**config.mk**
```make
export PLATFORM = sky130hd
export DESIGN_NAME = wsfh_rem
export DESIGN_NICKNAME = d
export VERILOG_FILES = /design/src/design/wsfh_pkg.sv /design/src/design/wsfh_rem.sv
export SDC_FILE = /design/constraint.sdc
export NUM_CORES = 1
export LEC_CHECK = 0
export BUFFER_PORTS_ARGS = -buffer_cell sky130_fd_sc_hd__clkbuf_2
export CORE_MARGIN = 3
export CORE_UTILIZATION = 30
export DETAILED_ROUTE_END_ITERATION = 6
export GPL_ROUTABILITY_DRIVEN = 0
export GPL_TIMING_DRIVEN = 0
export PLACE_DENSITY = 0.5
export SLEW_MARGIN = 20
export SYNTH_ARGS = -nofsm -noshare
export SYNTH_HDL_FRONTEND = slang
export SYNTH_SLANG_ARGS = --single-unit
```
**constraint.sdc**
```tcl
create_clock -name clk -period 3.2 [get_ports clk]
set_input_delay 0.32 -clock clk [delete_from_list [all_inputs] [get_ports clk]]
set_output_delay 0.32 -clock clk [all_outputs]
set_load 0.005 [all_outputs]
```
**src/design/wsfh_pkg.sv**
```systemverilog
// Package for the word shingle FNV hasher: widths, reset values, register indexes
// and the control structure that drives the accumulator cells.
// It has no dependencies; every other design file refers to it by scoped names.
package wsfh_pkg;

	localparam int HASH_W = 64;
	localparam int HALF_W = HASH_W / 2;
	localparam int BYTE_W = 8;
	localparam int WINDOW_WORDS = 5;
	localparam int WSEEN_W = $clog2(WINDOW_WORDS + 1);
	localparam int CNT_W = $clog2(HASH_W);
	localparam int CFG_IDX_W = 2;

	localparam logic [HASH_W-1:0] OFFSET_RESET = 64'd14695981039346656037;
	localparam logic [HASH_W-1:0] PRIME_RESET = 64'd1099511628211;
	localparam logic [HASH_W-1:0] MODULUS_RESET = 64'd4294967296;

	localparam logic [CFG_IDX_W-1:0] CFG_OFFSET_BASIS = 2'd0;
	localparam logic [CFG_IDX_W-1:0] CFG_HASH_PRIME = 2'd1;
	localparam logic [CFG_IDX_W-1:0] CFG_HASH_MODULUS = 2'd2;

	typedef struct packed {
		logic mul1;
		logic mul2;
		logic restart;
		logic shift;
	} cell_ctrl_t;

endpackage

```
**src/design/wsfh_rem.sv**
```systemverilog
// Serial remainder unit: reduces one window hash by the modulus, one bit per cycle, or
// passes it through when the modulus is zero, and holds the result in the output
// register until the receiver takes it. Depends on wsfh_pkg.
module wsfh_rem (
	input  logic                         clk,
	input  logic                         arst_n,
	input  logic                         start,
	input  logic [wsfh_pkg::HASH_W-1:0]  hash,
	input  logic                         final_in,
	input  logic [wsfh_pkg::HASH_W-1:0]  modulus,
	output logic                         ready,
	output logic                         valid,
	input  logic                         stall,
	output logic [wsfh_pkg::HASH_W-1:0]  result,
	output logic                         final_out
);

	localparam int HW = wsfh_pkg::HASH_W;
	localparam int CW = wsfh_pkg::CNT_W;

	typedef enum logic [1:0] {R_IDLE, R_RUN, R_DONE} rem_state_t;

	rem_state_t    state_q;
	logic [HW:0]   rem_q;
	logic [HW-1:0] num_q;
	logic [CW-1:0] cnt_q;
	logic          final_q;
	logic          out_valid_q;
	logic [HW-1:0] out_hash_q;
	logic          out_final_q;
	logic          out_free;
	logic [HW:0]   trial;
	logic [HW:0]   diff;

	assign trial = {rem_q[HW-1:0], num_q[HW-1]};
	assign diff = trial - {1'b0, modulus};
	assign out_free = !out_valid_q || !stall;
	assign ready = (state_q == R_IDLE);
	assign valid = out_valid_q;
	assign result = out_hash_q;
	assign final_out = out_final_q;

	always_ff @(posedge clk or negedge arst_n) begin
		if (!arst_n) begin
			state_q <= R_IDLE;
			rem_q <= '0;
			num_q <= '0;
			cnt_q <= '0;
			final_q <= 1'b0;
			out_valid_q <= 1'b0;
			out_hash_q <= '0;
			out_final_q <= 1'b0;
		end else begin
			if (state_q == R_DONE && out_free) begin
				out_valid_q <= 1'b1;
				out_hash_q <= rem_q[HW-1:0];
				out_final_q <= final_q;
			end else if (!stall) begin
				out_valid_q <= 1'b0;
			end
			case (state_q)
				R_IDLE: begin
					if (start) begin
						final_q <= final_in;
						cnt_q <= '0;
						if (modulus == '0) begin
							rem_q <= {1'b0, hash};
							state_q <= R_DONE;
						end else begin
							rem_q <= '0;
							num_q <= hash;
							state_q <= R_RUN;
						end
					end
				end
				R_RUN: begin
					rem_q <= (trial >= {1'b0, modulus}) ? diff : trial;
					num_q <= {num_q[HW-2:0], 1'b0};
					cnt_q <= cnt_q + 1'b1;
					if (cnt_q == {CW{1'b1}}) begin
						state_q <= R_DONE;
					end
				end
				R_DONE: begin
					if (out_free) begin
						state_q <= R_IDLE;
					end
				end
				default: begin
					state_q <= R_IDLE;
				end
			endcase
		end
	end

endmodule

```
Word-level counts from Yosys, hierarchy flattened
Index checks and enable logic that the tools add are counted.
{"block": "totals", "ff_bits": 203}
{"block": "classes", "n_eq_ne": 8, "muxes": 16, "order_cmp": 1, "reduce_logical": 11, "addsub": 2}
{"op": "64-bit two-way mux", "count": 5}
{"op": "64-bit one-hot mux with 2 select lines", "count": 2}
{"op": "65-bit by 64-bit greater-or-equal comparator with 1-bit output", "count": 1}
{"op": "64-bit zero test", "count": 1}
{"op": "64-bit subtractor", "count": 1}
{"op": "6-bit one-hot mux with 2 select lines", "count": 1}
{"op": "2-bit two-way mux", "count": 4}
{"op": "2-bit inequality test, second input constant", "count": 4}
{"op": "6-bit by 1-bit adder with 6-bit output, second input constant", "count": 1}
{"op": "6-bit equality test, second input constant", "count": 1}
{"op": "6-bit two-way mux", "count": 1}
{"op": "2-bit one-hot mux with 3 select lines", "count": 1}
{"op": "3-bit AND reduction", "count": 2}
{"op": "2-bit AND reduction", "count": 2}
{"op": "2-bit by 1-bit equality test with 1-bit output, second input constant", "count": 1}
{"op": "2-bit equality test, second input constant", "count": 1}
{"op": "1-bit zero test", "count": 2}
{"op": "2-bit zero test", "count": 1}
{"op": "1-bit two-way mux", "count": 2}
{"op": "2-bit by 1-bit inequality test with 1-bit output, second input constant", "count": 1}
{"op": "2-bit nonzero test", "count": 1}
{"op": "1-bit logical AND", "count": 1}
{"op": "1-bit logical OR", "count": 1}

Longest topological paths before layout
Gate-level depths: netlist (run 1).
{"block": "logic_depth", "word_depth": 4, "depth_mapped": 16, "mapped_depth_nobuf": 14}

Worst setup path before layout (run 1)
OpenSTA, ideal clock, no wires.
{"block": "synth_path", "kind": "reg2reg", "start": "register num_q[63]", "end": "register rem_q[40]", "stages_incl_launch_ff": 15, "synth_period_minus_slack_ns": 3.190, "arrival_time_ns": 3.064, "path_slack_ns": 0.010, "t_required_ns": 3.074, "setup_time_ns": 0.126, "n_path_buf": 0, "path_cell_list": "dfrtp_1 -> inv_1 -> ha_1 -> inv_1 -> fa_1 -> a21o_1 -> a221oi_2 -> o211ai_1 -> a221o_1 -> a21oi_2 -> o31a_1 -> xnor2_1 -> mux2_4 -> a221oi_1 -> nor2_1"}
{"block": "synth_between", "elab_chain_len": 3, "elab_cells_between_ends": 4, "cone_classes": "add/sub (1); order compare (1); mux (2)"}
{"element": "start, declared", "line_no": "wsfh_rem.sv:25", "rtl": "logic [HW-1:0] num_q;"}
{"element": "start signal, assigned", "line_no": "wsfh_rem.sv:71", "rtl": "num_q <= hash;"}
{"element": "start signal, assigned", "line_no": "wsfh_rem.sv:78", "rtl": "num_q <= {num_q[HW-2:0], 1'b0};"}
{"element": "64-bit subtractor / 65-bit by 64-bit greater-or-equal comparator with 1-bit output (equally long branches)", "line_no": "wsfh_rem.sv:36, wsfh_rem.sv:77"}
{"element": "64-bit two-way mux *", "line_no": "wsfh_rem.sv:77", "rtl": "rem_q <= (trial >= {1'b0, modulus}) ? diff : trial;"}
{"element": "64-bit one-hot mux with 2 select lines *", "line_no": "wsfh_rem.sv:61", "rtl": "case (state_q)"}
{"element": "end signal, assigned", "line_no": "wsfh_rem.sv:67", "rtl": "rem_q <= {1'b0, hash};"}
{"element": "end signal, assigned", "line_no": "wsfh_rem.sv:77"}
{"element": "end, declared", "line_no": "wsfh_rem.sv:24", "rtl": "logic [HW:0] rem_q;"}
Mark *: on every way between the ends. The rest lies on a longest branch, timed or not.
A chain may end at the register's enable or synchronous reset.

Worst setup path in the final report (run 1)
{"block": "layout_path", "start": "register num_q[63]", "end": "register rem_q[52]"}
Same word-level chain as after synthesis.

==> summary.md, run 1 <==
| Metric | Value |
|---|---|
| WL met3 | 4214 um |
| Initial antenna violation count | 3 |
| Drt pass-1 iters | 5 |
| Largest net degree at the start of global routing | 81 |
| Main synth FF type | dfrtp_1 |
| F_max | 284.2 MHz |
| Root Driver | clkbuf_16 |
| Clk Latency, worst-skew pair | 0.55 ns |
| Final ANT Viol Nets | 0 |
| Synth Warn # | 0 |
| WL final | 58110 um |
| Slew margin rel. | 0.2563 |
| CP startpoint | num_q[63]$_DFFE_PN0P_ |
| Grt ovf | 0 |
| Cell Area, Placed | 15550 sq um |
| WL per Instance | 23.47 um |
| Leak Pwr | 0.008693 uW |
| Clock-pin slew on the worst setup and hold paths | 0.06 ns |
| GRT Util Overall | 0.2340 |
| Register area | 5104 sq um |
| PortBufs | 199 |
| Crit Path Max Fanout | 3 |
| Post-Synthesis Cells | 1561 |
| Vias in the first global route | 13531 |
| Status | finished, violations left |
| Post-synthesis sequential area ratio | 0.3697 |
| Failing checks | setup timing |
| Worst Path Required | 3.58 ns |
| Worst Tran Pin Value | 1.116 ns |
| Final Setup Violations | 78 |
| Starting Density | 0.3073 |
| Yosys cell types | 71 |
| Fraction of layout cells with a size suffix above 1 | 0.3487 |
| Inserted Diodes | 0 |
| Fillers | 4485 |
| Worst VDD drop | 0.4720 mV |
| Crit path arrival time | 3.90 ns |
| Yosys reg bits | 203 |
| Tmin final | 3.518 ns |
| Slew Viols, Final | 0 |
| First-pass GRT wire length | 85240 um |
| Number of flops mapped to enable cells by yosys | 0 |
| Syn Nets | 1760 |
| Floorplan die height | 220.0 um |
| Fin nets | 2065 |
| Initial DRC count | 1185 |
| Total power | 20590 uW |
| Total core area | 44700 sq um |
| Top sig layer | met5 |
| # DRC | 0 |
| Die width | 220.0 um |
| Setup CP Type | flop to flop |
| # IOs | 200 |
| Hold path start | hash[28] |
| Setup slack after layout | -0.3182 ns |
| Tcrit/Tclk final | 1.099 |
| Layout Cell Area excl Fill | 18770 sq um |
| Via count | 13499 |
| CTS Buffer Depth | 3 |
| Multi-input logic area | 9309 sq um |
| Dpl hpwl | 42960 um |
| Startpoint types | flop |
| Area grow syn2layout | 36.58% |
| PD cells | 1097 nW/um^2 |
| Fraction of registers with async set/reset | 1.000 |
| RSZ-0062 raised after global routing | yes |
| Final Hold Fails | 0 |
| FF-to-FF Start | num_q[63]$_DFFE_PN0P_ |
| Mapped cell area | 13740 sq um |
| Mean Syn Cell Area | 8.802 sq um |
| Sink Count | 203 |
| Kind of end point of the critical path | flop |
| Met2 WL | 26520 um |
| Max-Cap Viols | 0 |
| Row count | 77 |
| CTS tree | yes |
| Die ar. | 48400 sq um |
| Setup Skew | 0.01190 ns |
| HP Class | primary input to flop |
| Hold slack | 0.04976 ns |
| WL met1 | 25130 um |
| Pre-CTS setup slack | -1.115 ns |
| Via density | 5.452 |
| CTS Buf Count | 25 |
| H-tree levels | 1 |
==> Yosys cell counts (4+ instances only) <==
master      n  area share
mux2i_1    78       0.057
clkbuf_1   81       0.022
o211a_1     4      0.0029
o211ai_1   12      0.0066
a211oi_1   13      0.0071
nand3_1    16      0.0058
a21oi_2     4      0.0025
or3_1       4      0.0018
dfrtp_1   203        0.37
o21ai_0   133       0.048
a21oi_1   119       0.043
mux2_2     84       0.069
o21a_1      8      0.0044
buf_2       5      0.0018
o21bai_1   16      0.0087
xnor2_1    35       0.022
or2_2       4      0.0018
and3_1      9      0.0041
mux2_4      6      0.0066
inv_1      83       0.023
o31ai_1     6      0.0033
ha_1       65       0.059
nand2_1   186       0.051
nor2_1    130       0.036
nor3_1     18      0.0066
nor4_1     20      0.0091
a221oi_1   28       0.018
a31oi_1    27       0.012
nand2b_1    9      0.0041
a21o_1     26       0.014
xor2_1     24       0.015
buf_1       6      0.0016
nor2b_1     5      0.0023
a221o_1     4      0.0029
nand4_1    35       0.016
==> repair_timing <==
item	in CTS	in global routing
setup buffers	82	29
hold buffers	2	0
setup endpoints to repair	124	124
cloned	6	0
pin swaps	58	62
hold endpoints to repair	60	0
resized for setup	239	111
==> metrics by stage <==
step | setup TNS (ns) | utilization | instances
global placement | -651.45 | 0.3462 | 2352
global route | -11.01 | 0.4198 | 2476
CTS | -5.194 | 0.4072 | 2461
detailed placement | -103.98 | 0.3479 | 2355
finish | -5.191 | 0.4198 | 2476
floorplan | 0 | - | 1561
==> worst max-delay path: stages (launching register included) <==
cell and delay, ns:
dfrtp_1 0.41, inv_2 0.08, ha_4 0.13, inv_2 0.03, fa_2 0.34, a21o_1 0.21, a221oi_4 0.26, o211ai_1 0.24
a221o_1 0.47, a21oi_4 0.22, o31a_1 0.22, buf_4 0.15, o21ai_4 0.06, a21oi_2 0.21, xor2_2 0.22, a31oi_1 0.11
==> final cells by class <==
class,instances,area share
Multi-Input combinational cell,1176,0.4961
Sequential cell,203,0.2720
Timing Repair Buffer,311,0.1113
Tap cell,592,0.03947
Clock buffer,33,0.03707
Buffer,66,0.01967
Inverter,83,0.01660
Clock inverter,12,0.007868
==> state kept, by name (all words and copies together) (netlist names) <==
signal and cells:
cnt_q 6, final_out 1, final_q 1, num_q 64
rem_q 64, result 64, state_q 2, valid 1
==> report_power, final <==
group          total, uW  switching [uW]  internal, uW
Combinational      13200            6840          6360
Sequential          4430             939          3490
Clock               2960            1200          1770
Total              20600            8980         11600
==> path summary, 6_finish.rpt <==
path                                         end  slack [ns]  cells past startpoint
setup / recovery           rem_q[52]$_DFFE_PN0P_       -0.32                     15
hold / removal             rem_q[28]$_DFFE_PN0P_        0.05                      3
setup reg to reg           rem_q[52]$_DFFE_PN0P_       -0.32                     15
hold reg to reg            num_q[23]$_DFFE_PN0P_        0.48                      2
max in group asynchronous  rem_q[22]$_DFFE_PN0P_        2.03                      3
min in group asynchronous  num_q[57]$_DFFE_PN0P_        0.35                      2
==> layout by cell type (no fill, tap or decap), types with 16 or more instances in the layout <==
cell       Yosys  final
mux2_4         6     27
clkbuf_16      0     25
a31oi_1       27     21
nand4_1       35     35
o21ai_0      133    114
a21oi_1      119    107
nor4_1        20     16
mux2_2        84     63
clkbuf_1      81     52
inv_1         83     81
xor2_1        24     22
nand2_1      186    179
dfrtp_1      203    184
dfrtp_2        0     19
mux2i_1       78     72
clkbuf_2       0    203
a21o_1        26     25
ha_4           0     37
a221oi_2       3     27
nor2_1       130    127
xnor2_1       35     30
buf_4          2     82
==> routing by layer <==
metal,up-vias,global-route usage
li1,6207,-
met1,6639,0.3140
met2,538,0.3707
met4,6,0.1002
met3,109,0.04137
met5,-,0
==> cell families (layout without fill, tap and decap cells) <==
logic type,count (synthesis),after routing,share of synthesized area
and+or+nand+nor,447,447,0.1438
AOI/OAI and AO/OA,436,436,0.2013
DFF,203,203,0.3697
buffers and inverters,182,505,0.05473
muxes,168,168,0.1322
adders and majority gates,66,66,0.06065
xor gates and xnor gates,59,59,0.03761
Note: power is estimated with default switching activity, not from simulation.
==> inputs of run 2 (changes only) <==
--- a/config.mk
+++ b/config.mk
@@ -5,13 +5,14 @@
 export SDC_FILE = /design/constraint.sdc
 export NUM_CORES = 1
 export LEC_CHECK = 0
+export ABC_AREA = 1
 export BUFFER_PORTS_ARGS = -buffer_cell sky130_fd_sc_hd__clkbuf_2
 export CORE_MARGIN = 3
 export CORE_UTILIZATION = 30
 export DETAILED_ROUTE_END_ITERATION = 6
 export GPL_ROUTABILITY_DRIVEN = 0
 export GPL_TIMING_DRIVEN = 0
-export PLACE_DENSITY = 0.5
+export PLACE_DENSITY = 0.49
 export SLEW_MARGIN = 20
 export SYNTH_ARGS = -nofsm -noshare
 export SYNTH_HDL_FRONTEND = slang
==> run 2 against run 1 <==
The run now ends clean. Clock skew grew 0.010 ns. Non-clock buffer count shrank 85. Design area grew 2.2%. Sequential cell count is the same. Critical path type unchanged.
==> summary.md, run 2 <==
| Metric | Value |
|---|---|
| # DRC | 0 |
| Yosys cell types | 41 |
| Tmin final | 3.008 ns |
| WL per Instance | 17.17 um |
| Delay-heaviest family, CP | buffers and inverters |
| Pre-CTS setup slack | -0.2285 ns |
| Synth Warn # | 0 |
| Comb pwr share | 0.640 |
| Dpl hpwl | 51360 um |
| Worst R2R Path Depth | 7 |
| Met3 usage | 0.02294 |
| Clock-pin slew on the worst setup and hold paths | 0.06 ns |
| CTS Buf Count | 26 |
| Initial DRC count | 1415 |
| Clock share of power | 0.138 |
| Area grow syn2layout | 16.74% |
| Die ar. | 57590 sq um |
| Post-synthesis sequential area ratio | 0.3093 |
| PortBufs | 199 |
| Leak Pwr | 0.01082 uW |
| FF-to-FF Start | state_q[1]$_DFFE_PN0P_ |
| Largest net degree at the start of global routing | 86 |
| Cell Chain, Critical Path | nor2_1 -> inv_1 -> buf_2 -> clkbuf_1 -> o21ai_0 -> nand2_1 -> o21ai_0 |
| Post-synthesis mux area share | 0.0006856 |
| Layout Cell Area excl Fill | 19170 sq um |
| Worst path slowest cell | nor2_1 |
| WL final | 62260 um |
| Root Driver | clkbuf_16 |
| CTS Buffer Depth | 3 |
| Fraction of layout cells with a size suffix above 1 | 0.1205 |
| H-tree levels | 1 |
| Complex-gate fraction of the synthesized area | 0.1264 |
| Fin nets | 3111 |
| Simple-Gate Fraction of Synth Area | 0.3341 |
| Register area | 5080 sq um |
| Drt pass-1 iters | 5 |
| Gr busiest metal | met2 |
| Setup slack after layout | 0.1922 ns |
| Post-Synthesis Cells | 2682 |
| Number of flops mapped to enable cells by yosys | 0 |
| Hold-critical path depth | 3 |
| Status | finished, final reports clean |
| Final ANT Viol Nets | 0 |
| Leading area contributor after synthesis | dfrtp_1 |
| Met1 Use GR | 0.2988 |
| Slew Viols, Final | 0 |
| Startpoint types | flop |
| Mean Syn Cell Area | 6.124 sq um |
| Row count | 85 |
| Cell Area, Placed | 18360 sq um |
| RSZ-0062 raised after global routing | no |
| Initial antenna violation count | 0 |
| Crit path buf inv count | 3 |
| Synth top area cells | dfrtp_1 (31%), nand2_1 (19%), inv_1 (13%), o21ai_0 (7.9%), nand3_1 (5.1%) |
| Total core area | 54030 sq um |
| Most common library cell in the layout ignoring fill and taps | nand2_1 |
| Clk Latency, worst-skew pair | 0.57 ns |
| Grt ovf | 0 |
| P_sw | 10700 uW |
| Top cell type's share of synthesized area | 0.3093 |
| HP Class | primary input to flop |
| Max-Cap Viols | 0 |
| Final Hold Fails | 0 |
| Most common cell in the netlist | nand2_1 |
| P_int | 9758 uW |
| CTS tree | yes |
| Post-CTS setup buffers | 0 |
| Post-CTS Resized | 0 |
| Vias in the first global route | 16652 |
| Via density | 4.718 |
| Worst VDD drop | 0.4077 mV |
| F_max | 332.5 MHz |
| Slew margin rel. | 0.4437 |
| Floorplan die height | 240.0 um |
| Mapped cell area | 16420 sq um |
| Kind of end point of the critical path | flop |
| Met2 GRT Util | 0.3531 |
| Yosys reg bits | 203 |
| Hold buffer count at CTS | 1 |
| Fillers | 6075 |
| Worst Path Required | 3.68 ns |
| Final Setup Violations | 0 |
| Crit path arrival time | 3.48 ns |
| Die width | 240.0 um |
| PD cells | 1067 nW/um^2 |
| Worst Tran Pin Value | 0.8313 ns |
| Net Sw Frac | 0.5229 |
| Most frequent cells in the layout | nand2_1 (839), inv_1 (571), o21ai_0 (259), dfrtp_1 (203), clkbuf_2 (199) |
| Setup Skew | 0.02237 ns |
| Sink Count | 203 |
| Main synth FF type | dfrtp_1 |
| Crit Path Max Fanout | 10 |
| GRT Util Overall | 0.2142 |
| Tcrit/Tclk final | 0.9399 |
| CP max stage delay | 0.66 ns |
| Post-synthesis xor/xnor area fraction | 0.01653 |
| Multi-input logic area | 8686 sq um |
| Most used cell, CP | o21ai_0 |
| Largest family of logic cells by synthesized area | simple AND/OR/NAND/NOR gates |
| Syn Nets | 2881 |
| Synthesized-area fraction occupied by adder cells | 0.05074 |
| Core Util, Final | 0.3549 |
| Setup CP Type | flop to flop |
| Worst path depth | 7 |
| CP startpoint | state_q[1]$_DFFE_PN0P_ |
| Share of power burned in registers | 0.222 |
| Most frequent cells after synthesis | nand2_1 (839), inv_1 (571), o21ai_0 (259), dfrtp_1 (203), nor2_1 (174) |
| Via count | 17113 |
| Starting Density | 0.3040 |
| Fraction of registers with async set/reset | 1.000 |
| First-pass GRT wire length | 95590 um |
| Hold path start | final_in |
| # IOs | 200 |
## run 2: cell count changes after synthesis, sizes merged, moves of 27 or more
cell and change:
nand2 +674, inv +506, nand3 +162, o21ai +140
mux2 -89, mux2i -78, nor2 +63, a221oi -31
a31oi -27
## run 2: worst reg2reg max path, delay by kind of cell (launching register included)
kind,cells,cell delay [ns]
and+or+nand+nor,2,0.76
AOI/OAI and AO/OA,2,0.74
DFF,1,0.42
buffers and inverters,3,1.01
## run 2: cells by family (layout without fill, tap and decap cells)
group	after synthesis	after routing
flops	203	203
buf+inv	679	927
mux	1	1
compound gates	401	401
xor+xnor	31	31
other cells	0	1
simple gates	1301	1301
fa+ha+maj	66	66
## run 2: cell type report
class / instances / area share
antenna: 1 / 0.0001305
clock inverter: 5 / 0.001631
tap: 696 / 0.04542
inverter: 589 / 0.1153
timing repair buffer: 202 / 0.05579
multi-input combinational: 1800 / 0.4530
clock buffer: 41 / 0.04007
buffer: 90 / 0.02375
sequential: 203 / 0.2649
## run 2: final timing paths
check                      slack (ns)                endpoint
setup / recovery                 0.19   num_q[63]$_DFFE_PN0P_
hold / removal                   0.03     final_q$_DFFE_PN0P_
setup reg to reg                 0.19   num_q[63]$_DFFE_PN0P_
hold reg to reg                  0.48  result[24]$_DFFE_PN0P_
max in group asynchronous        2.01  result[19]$_DFFE_PN0P_
min in group asynchronous        0.30   num_q[52]$_DFFE_PN0P_
## run 2: power groups by stage
stage          sequential, uW  clock [uW]  combinational, uW
6_report                 4540        2820              13100
5_1_grt                  4670        2990              14800
4_1_cts                  4530        2890              13100
3_5_place_dp             4570           0              13100
3_3_place_gp             4530           0              12900
2_1_floorplan            4390           0               8960
## run 2: metal layers
metal / wire length, um / up-vias / part of all wire
met1: 29310 / 7930 / 0.47
met2: 28150 / 439 / 0.45
met5: 0 / - / 0
met4: 1687 / 0 / 0.027
met3: 3118 / 72 / 0.050
li1: - / 8672 / -
## run 2: per-stage QoR
stage	hold slack (ns)	TNS, ns	power (uW)	instances
floorplan	0.02441	0	13350	2682
global placement	0.4718	-544.80	17480	3577
detailed placement	0.3625	-6.378	17630	3579
CTS	0.01944	0	20570	3626
global route	0.04557	0	22520	3626
finish	0.02888	0	20450	3627
==> inputs of run 3 (changes only) <==
--- a/config.mk
+++ b/config.mk
@@ -5,14 +5,14 @@
 export SDC_FILE = /design/constraint.sdc
 export NUM_CORES = 1
 export LEC_CHECK = 0
-export ABC_AREA = 1
 export BUFFER_PORTS_ARGS = -buffer_cell sky130_fd_sc_hd__clkbuf_2
 export CORE_MARGIN = 3
 export CORE_UTILIZATION = 30
 export DETAILED_ROUTE_END_ITERATION = 6
 export GPL_ROUTABILITY_DRIVEN = 0
 export GPL_TIMING_DRIVEN = 0
-export PLACE_DENSITY = 0.49
+export MAX_ROUTING_LAYER = met4
+export PLACE_DENSITY = 0.5
 export SLEW_MARGIN = 20
 export SYNTH_ARGS = -nofsm -noshare
 export SYNTH_HDL_FRONTEND = slang
==> run 3 against run 2 <==
Critical path depth increased by 8. Combinational power about the same. Sequential power decreased by 3%. Worst setup slack got worse by 0.46 ns. Clock power increased by 5%. First-iteration DRC count decreased by 17%. Die area decreased by 16%. Highest routed layer unchanged. The flow now finishes with violations (DRC, setup timing). Count of clock-buffer cells in the layout decreased by 8. Core utilization increased by 6.6 points.
==> summary.md, run 3 (synthesis results as in run 1) <==
| Metric | Value |
|---|---|
| # IOs | 200 |
| Die ar. | 48400 sq um |
| Setup slack after layout | -0.2719 ns |
| Kind of end point of the critical path | flop |
| Total core area | 44700 sq um |
| Cell Chain, Critical Path | inv_2 -> ha_4 -> inv_2 -> fa_2 -> a21o_1 -> a221oi_4 -> o211ai_1 -> a221o_1 -> a21oi_4 -> o31a_1 -> buf_4 -> o211ai_1 -> and3_4 -> mux2i_2 -> a211oi_2 |
| Worst Hold End | rem_q[28]$_DFFE_PN0P_ |
| Failing checks | DRC, setup timing |
| Share of power burned in registers | 0.214 |
| Hold slack | 0.05218 ns |
| Leak Pwr | 0.008716 uW |
| Core Util, Final | 0.4210 |
| # DRC | 1 |
| Crit path arrival time | 3.89 ns |
| Die width | 220.0 um |
| Floorplan die height | 220.0 um |
| Startpoint types | flop |
| Final Hold Fails | 0 |
| First-pass GRT wire length | 85260 um |
| Total power | 20650 uW |
| Most frequent cells in the layout | clkbuf_2 (203), dfrtp_1 (184), nand2_1 (179), nor2_1 (127), o21ai_0 (114) |
| Fin nets | 2070 |
| Max-Cap Viols | 0 |
| Fraction of layout cells with a size suffix above 1 | 0.3520 |
| Tmin final | 3.472 ns |
| F_max | 288.0 MHz |
| GRT Util Overall | 0.2407 |
| Starting Density | 0.3073 |
| Setup CP Type | flop to flop |
| Via count | 13589 |
| CTS Buf Count | 25 |
| Largest net degree at the start of global routing | 81 |
| Setup Skew | 0.01170 ns |
| Worst VDD drop | 0.4705 mV |
| Sink Count | 203 |
| RSZ-0062 raised after global routing | yes |
| WL final | 58030 um |
| Via density | 5.473 |
| Pre-CTS setup slack | -1.115 ns |
| Crit path buf inv count | 3 |
| Grt ovf | 0 |
| PD cells | 1097 nW/um^2 |
| Initial antenna violation count | 2 |
| FF-to-FF Start | num_q[63]$_DFFE_PN0P_ |
| CTS tree | yes |
| Dpl hpwl | 42960 um |
| Drt pass-1 iters | 7 |
| CP max stage delay | 0.47 ns |
| Clock share of power | 0.144 |
| Vias in the first global route | 13536 |
| Comb pwr share | 0.642 |
| Clock-pin slew on the worst setup and hold paths | 0.06 ns |
| Worst Tran Pin Value | 1.078 ns |
| Slew margin rel. | 0.2816 |
| PortBufs | 199 |
| HP Class | primary input to flop |
| Worst path slowest cell | a221o_1 |
| P_sw | 8987 uW |
| Row count | 77 |
| Worst Path Required | 3.62 ns |
| Slew Viols, Final | 0 |
| Area grow syn2layout | 36.96% |
| Hold-critical path depth | 3 |
| Status | finished, violations left |
| Final ANT Viol Nets | 0 |
| R2R Path End | rem_q[56]$_DFFE_PN0P_ |
| Delay-heaviest family, CP | compound AO/OA/AOI/OAI gates |
| Fillers | 4476 |
| WL per Instance | 23.37 um |
| Clk Latency, worst-skew pair | 0.54 ns |
| Root Driver | clkbuf_16 |
| P_int | 11660 uW |
| Hold path start | hash[28] |
| Tcrit/Tclk final | 1.085 |
| Net Sw Frac | 0.4353 |
| H-tree levels | 1 |
| Initial DRC count | 1176 |
| Most common library cell in the layout ignoring fill and taps | clkbuf_2 |
| CTS Buffer Depth | 3 |
| Worst R2R Path Depth | 15 |
| R2R Setup Slk | -0.27 ns |
| Crit Path Max Fanout | 3 |
| Final Setup Violations | 75 |
-- run 3: changes by cell type in the layout (fill, tap and decap cells not counted), sizes merged, moves of 63 or more --
cell | previous run | this run
buf | 37 | 126
inv | 589 | 83
mux2 | 1 | 90
mux2i | 0 | 78
nand2 | 860 | 186
nand3 | 178 | 16
nor2 | 193 | 130
o21ai | 274 | 134
-- run 3: how the worst max path moves through the flow --
stage / start / endpoint / slack, ns / depth (start not counted)
6_report: num_q[63]$_DFFE_PN0P_ / rem_q[56]$_DFFE_PN0P_ / -0.27 / 15
2_1_floorplan: num_q[63]$_DFFE_PN0P_ / rem_q[40]$_DFFE_PN0P_ / 0.01 / 14
5_1_grt: num_q[63]$_DFFE_PN0P_ / rem_q[52]$_DFFE_PN0P_ / -0.37 / 15
3_3_place_gp: arst_n / result[30]$_DFFE_PN0P_ / -2.56 / 1
3_5_place_dp: modulus[17] / rem_q[29]$_DFFE_PN0P_ / -1.11 / 16
4_1_cts: num_q[63]$_DFFE_PN0P_ / rem_q[56]$_DFFE_PN0P_ / -0.20 / 15
-- run 3: area by class of cell --
cell class                      instances  area [sq um]  share of cell area
Clock inverter                         12         147.6            0.007846
Clock buffer                           33         695.7             0.03697
Sequential cell                       203          5104              0.2712
Tap cell                              592         740.7             0.03936
Buffer                                 66         369.1             0.01961
Timing Repair Buffer                  316          2126              0.1130
Multi-Input combinational cell       1176          9319              0.4952
Inverter                               83         311.5             0.01656
Antenna cell                            2         5.005           0.0002660
-- run 3: stage by stage --
step	TNS, ns	cells	area [sq um]
3_5_place_dp	-103.98	2355	15550
2_1_floorplan	0	1561	13740
4_1_cts	-5.194	2461	18200
5_1_grt	-10.92	2483	18820
6_report	-4.493	2483	18820
3_3_place_gp	-651.45	2352	15480
-- run 3: worst min-delay path: cells and delay by family --
kind                   cells  cell delay, ns
buffers and inverters      1            0.10
AOI/OAI and AO/OA          1            0.06
and+or+nand+nor            1            0.08
-- run 3: power groups by stage --
stage	clock network, uW	registers (uW)	logic, uW
final	2960	4420	13300
after global placement	0	4380	8980
after detailed placement	0	4390	9030
after CTS	3020	4350	12100
after floorplan	0	3980	6730
after global routing	3100	4510	14200
-- run 3: routing by layer --
metal,vias to the layer above,wire length [um],track usage
met3,118,4046,0.03971
met5,-,0,-
met1,6660,25200,0.3146
met2,585,26510,0.3699
met4,0,2266,0.1026
li1,6226,-,-
-- run 3: timing repair --
| action | in CTS | in global routing |
|---|---|---|
| resized for setup | 239 | 114 |
| hold endpoints to repair | 60 | 0 |
| setup buffers | 82 | 34 |
| hold buffers | 2 | 0 |
| gates cloned | 6 | 0 |
| pin swaps | 58 | 63 |
| setup endpoints to repair | 124 | 124 |
